### src/hdl/rau_pkg.sv
// Package for the rational arithmetic unit: payload types, codes and control structs.
package rau_pkg;

    localparam logic [1:0] FUNC_ADD = 2'd0;
    localparam logic [1:0] FUNC_SUB = 2'd1;
    localparam logic [1:0] FUNC_MUL = 2'd2;
    localparam logic [1:0] FUNC_DIV = 2'd3;

    localparam logic [1:0] ST_OK   = 2'd0;
    localparam logic [1:0] ST_ZERO = 2'd1;
    localparam logic [1:0] ST_OVF  = 2'd2;

    localparam logic [1:0] MSEL_P1  = 2'd0;
    localparam logic [1:0] MSEL_P2  = 2'd1;
    localparam logic [1:0] MSEL_DEN = 2'd2;

    typedef struct packed {
        logic [1:0]         func;
        logic signed [31:0] a_num;
        logic signed [31:0] a_den;
        logic signed [31:0] b_num;
        logic signed [31:0] b_den;
    } t_in_req;

    typedef struct packed {
        logic signed [31:0] res_num;
        logic [30:0]        res_den;
        logic [1:0]         status;
    } t_out_res;

    typedef struct packed {
        logic       load;
        logic       mul_en;
        logic [1:0] mul_sel;
        logic       comb;
        logic       gcd_step;
        logic       div_init;
        logic       div_step;
        logic       out_load;
    } t_cmd;

    typedef struct packed {
        logic gcd_done;
        logic div_last;
    } t_sts;

endpackage

### src/hdl/rau_ctrl.sv
// Controller state machine of the rational arithmetic unit.
module rau_ctrl import rau_pkg::*; (
    input  logic i_clk,
    input  logic i_rst_n,
    input  logic i_in_valid,
    output logic o_in_stall,
    output logic o_out_valid,
    input  logic i_out_stall,
    output t_cmd o_cmd,
    input  t_sts i_sts
);

    typedef enum logic [3:0] {
        S_IDLE, S_MUL_A, S_MUL_B, S_MUL_C, S_COMB, S_GCD, S_DIV, S_FIN
    } t_state;

    t_state r_state, n_state;
    logic   r_out_valid, n_out_valid;

    always_comb begin
        n_state = r_state;
        o_cmd   = '0;
        unique case (r_state)
            S_IDLE: begin
                if (i_in_valid) begin
                    o_cmd.load = 1'b1;
                    n_state    = S_MUL_A;
                end
            end
            S_MUL_A: begin
                o_cmd.mul_en  = 1'b1;
                o_cmd.mul_sel = MSEL_P1;
                n_state       = S_MUL_B;
            end
            S_MUL_B: begin
                o_cmd.mul_en  = 1'b1;
                o_cmd.mul_sel = MSEL_P2;
                n_state       = S_MUL_C;
            end
            S_MUL_C: begin
                o_cmd.mul_en  = 1'b1;
                o_cmd.mul_sel = MSEL_DEN;
                n_state       = S_COMB;
            end
            S_COMB: begin
                o_cmd.comb = 1'b1;
                n_state    = S_GCD;
            end
            S_GCD: begin
                if (i_sts.gcd_done) begin
                    o_cmd.div_init = 1'b1;
                    n_state        = S_DIV;
                end else begin
                    o_cmd.gcd_step = 1'b1;
                end
            end
            S_DIV: begin
                o_cmd.div_step = 1'b1;
                if (i_sts.div_last) n_state = S_FIN;
            end
            S_FIN: begin
                if (!r_out_valid || !i_out_stall) begin
                    o_cmd.out_load = 1'b1;
                    n_state        = S_IDLE;
                end
            end
            default: n_state = S_IDLE;
        endcase
        n_out_valid = o_cmd.out_load | (r_out_valid & i_out_stall);
    end

    always_ff @(posedge i_clk) begin
        if (!i_rst_n) begin
            r_state     <= S_IDLE;
            r_out_valid <= 1'b0;
        end else begin
            r_state     <= n_state;
            r_out_valid <= n_out_valid;
        end
    end

    assign o_in_stall  = (r_state != S_IDLE);
    assign o_out_valid = r_out_valid;

endmodule

### config.mk
export PLATFORM = sky130hd
export DESIGN_NAME = rau_ctrl
export DESIGN_NICKNAME = d
export VERILOG_FILES = /design/src/hdl/rau_pkg.sv /design/src/hdl/rau_ctrl.sv
export SDC_FILE = /design/constraint.sdc
export NUM_CORES = 1
export LEC_CHECK = 0
export ABC_AREA = 1
export BUFFER_PORTS_ARGS = -buffer_cell sky130_fd_sc_hd__buf_2
export CORE_AREA = 2 2 39 41
export CTS_BUF_LIST = sky130_fd_sc_hd__clkbuf_4 sky130_fd_sc_hd__clkbuf_8
export DETAILED_ROUTE_END_ITERATION = 10
export DIE_AREA = 0 0 41 43
export HOLD_SLACK_MARGIN = 0.02
export SLEW_MARGIN = 20
export SYNTH_ARGS = -nofsm -noshare
export SYNTH_HDL_FRONTEND = slang
export SYNTH_SLANG_ARGS = --single-unit
### constraint.sdc
create_clock -name i_clk -period 3 [get_ports i_clk]
set_input_delay 0.6 -clock i_clk [delete_from_list [all_inputs] [get_ports i_clk]]
set_output_delay 0.6 -clock i_clk [all_outputs]
set_load 0.005 [all_outputs]
==> impl_metrics.json <==
{
  "status": "complete, no violations",
  "dp_slack_ns": 1.33,
  "setup_tns_ns": 0,
  "drive_gt1_share_pct": 41.8,
  "finalNonFillerCells": 95,
  "grt-ovfl-total": 0,
  "cts-resized-gates": 0,
  "syn2layout_area_growth_pct": 27.6,
  "path_class": "flip-flop to output pin",
  "max_freq_mhz": 528,
  "rows": 14,
  "period_share_pct": 63.2,
  "syn-cell-area_um2": 404,
  "antenna_found_initial": 0,
  "synth_warnings": 0,
  "final-hold-violation-count": 0,
  "drt_iter0_drc": 4,
  "cts_hold_buffers": 0,
  "synth_area_per_cell_um2": 6.63,
  "nets": 91,
  "drc": 0,
  "ioPinCount": 17,
  "ant_nets": 0,
  "hold_end": "o_out_valid",
  "ys_seq_area_share_pct": 19.8,
  "reg2reg_depth": 5,
  "dpl.hpwl_um": 672,
  "r2r_end": "r_state[0]",
  "die-width_um": 41,
  "gr-usage-all-layers_pct": 11.2,
  "hp-class": "flip-flop to flip-flop",
  "dpl.cell_count": 92,
  "power_density_nw_per_um2": 851,
  "cp.arrival_ns": 1.30,
  "dieArea_um2": 1760,
  "timing.final.crit_period_ns": 1.90,
  "cts.clk_slew.worst_paths_ns": 0.04,
  "vias": 396,
  "cp_cell_sequence": "inv_1 -> ha_1 -> o21ai_0 -> nand2_1 -> buf_2",
  "r2r_slack_ns": 1.68,
  "ir_drop_mv": 0.378,
  "postCtsSetupRepairBufs": 0,
  "clkSinkCount": 4,
  "slew_viol_final": 0,
  "first_global_vias": 342,
  "netlist.area_leader.share_pct": 19.8,
  "core_area_um2": 1380,
  "fp.dieH_um": 43,
  "endpoint_kind": "output pin",
  "leakage_uw": 0.000349,
  "clockBufferDepth": 2,
  "power.total_uw": 439,
  "clock_latency_ns": 0.23,
  "tightest_slew_ns": 0.355,
  "drt-wirelength-per-cell_um": 8.05,
  "crit_fanout": 5,
  "final-setup-viol-count": 0,
  "grt_pass1_wl_mm": 1.32,
  "htreeDepth": 1,
  "worst_slack_ns": 1.11,
  "grt_max_degree": 9,
  "fillCellCount": 158,
  "crit_slowest_cell": "dfxtp_1",
  "hold_path.startpoint": "o_out_valid",
  "slew_headroom_pct": 76.3,
  "cts_tree": "built",
  "synth_area_leader_cell": "dfxtp_1",
  "start_kind": "flip-flop",
  "cpPeakStageDelay_ns": 0.36,
  "root_buffer": "clkbuf_4",
  "cts_buffers": 3,
  "routed_via_density": 4.17,
  "cp.required_ns": 2.40,
  "synthesis.instances": 61,
  "maxCapViolCount": 0,
  "cp_top_family": "flip-flops",
  "synthTopCellsByArea": "dfxtp_1, ha_1, nand2_1, inv_1, nor2_1",
  "rsz0062_at_grt": "false",
  "place_congestion": 0.768,
  "num_antenna_cells": 0,
  "min_delay_path_depth": 2,
  "io_buffer_count": 16,
  "r2r-start": "r_state[0]",
  "crit_buf_inv": 2,
  "syn_nets": 71,
  "synth.distinct_cells": 18,
  "clock_skew_ns": 0.00113,
  "synth_seq_cells": 4,
  "hold_slack_ns": 0.509,
  "wirelength_um": 765,
  "first_pass_iters": 3,
  "initial_core_util_pct": 29.2
}
cell usage in the layout, fill, tap and decap left out:
cell type / instances
buf_2: 16
nand2_1: 13
inv_1: 12
nor2_1: 7
nor2_2: 4
ha_1: 4
dfxtp_1: 4
inv_2: 3
clkbuf_4: 3
nand2_4: 2
nand2_2: 2
nand3_1: 2
o21ai_0: 1
nor2_4: 1
or2_2: 1
nand3_4: 1
a21boi_1: 1
nand4_1: 1
o21bai_1: 1
Yosys cell counts:
library cell and n:
a21boi_1 1, buf_6 1, dfxtp_1 4, ha_1 4, inv_1 12, inv_2 3, nand2_1 13, nand2_2 2
nand2_4 2, nand3_1 2, nand3_4 1, nand4_1 1, nor2_1 7, nor2_2 4, nor2_4 1, o21ai_0 1
o21bai_1 1, or2_2 1
report_power, final:
group | total [uW] | internal, uW | switching, uW
registers | 105 | 73.5 | 31.2
clock network | 63.4 | 44.5 | 18.9
logic | 271 | 118 | 152
total | 439 | 236 | 202
through the flow:
stage | utilization (%) | area [um2]
final | 37.3 | 515
after global placement | 35.6 | 493
after global routing | 37.3 | 515
after CTS | 37.3 | 515
after detailed placement | 35.6 | 493
after floorplan | - | 404
cell type report:
class                   count  area [um2]  area share, %
flip-flops and latches      4        80.1           15.5
repair buffers             16        80.1           15.5
well taps                  16        20.0           3.88
inverters                  15        56.3           10.9
clock buffers               3        22.5           4.37
multi-input cells          41         256           49.8
worst reg2reg max path, stage by stage, from the launching register on:
cell and delay, ns:
dfxtp_1 0.36, inv_1 0.09, ha_1 0.26, or2_2 0.31, nor2_1 0.14, nor2_2 0.05
cells by family (layout without fill, tap and decap cells):
family	after synthesis	count (layout)	share of synthesized area, %
AND/OR/NAND/NOR	34	34	46.1
buffers and inverters	16	34	16.7
adder cells (fa/ha/maj)	4	4	12.4
flip-flops	4	4	19.8
AO/OA/AOI/OAI	3	3	4.95
worst max-delay path by stage:
stage / depth (start not counted) / to / slack [ns] / startpoint
6_report: 5 / o_cmd[7] / 1.11 / r_state[0]
5_1_grt: 5 / o_cmd[7] / 0.95 / r_state[0]
4_1_cts: 5 / o_cmd[7] / 1.08 / r_state[0]
3_5_place_dp: 5 / o_cmd[7] / 1.33 / r_state[0]
3_3_place_gp: 5 / o_cmd[7] / 1.34 / r_state[0]
2_1_floorplan: 4 / o_cmd[7] / 1.55 / r_state[0]
flip-flops by register name (all words and copies together), names as in the netlist:
register / cells
r_state: 3
o_out_valid: 1
routing by layer:
| metal | part of all wire [%] | up-vias | track usage, % | wire length, um |
|---|---|---|---|---|
| met5 | 0 | - | 0 | 0 |
| met1 | 43 | 172 | 15.4 | 329 |
| li1 | - | 217 | - | - |
| met2 | 53 | 7 | 15.3 | 408 |
| met3 | 3.5 | 0 | 6.28 | 27 |
| met4 | 0 | 0 | 2.00 | 0 |
No activity file was read; power rests on OpenSTA's default activity.
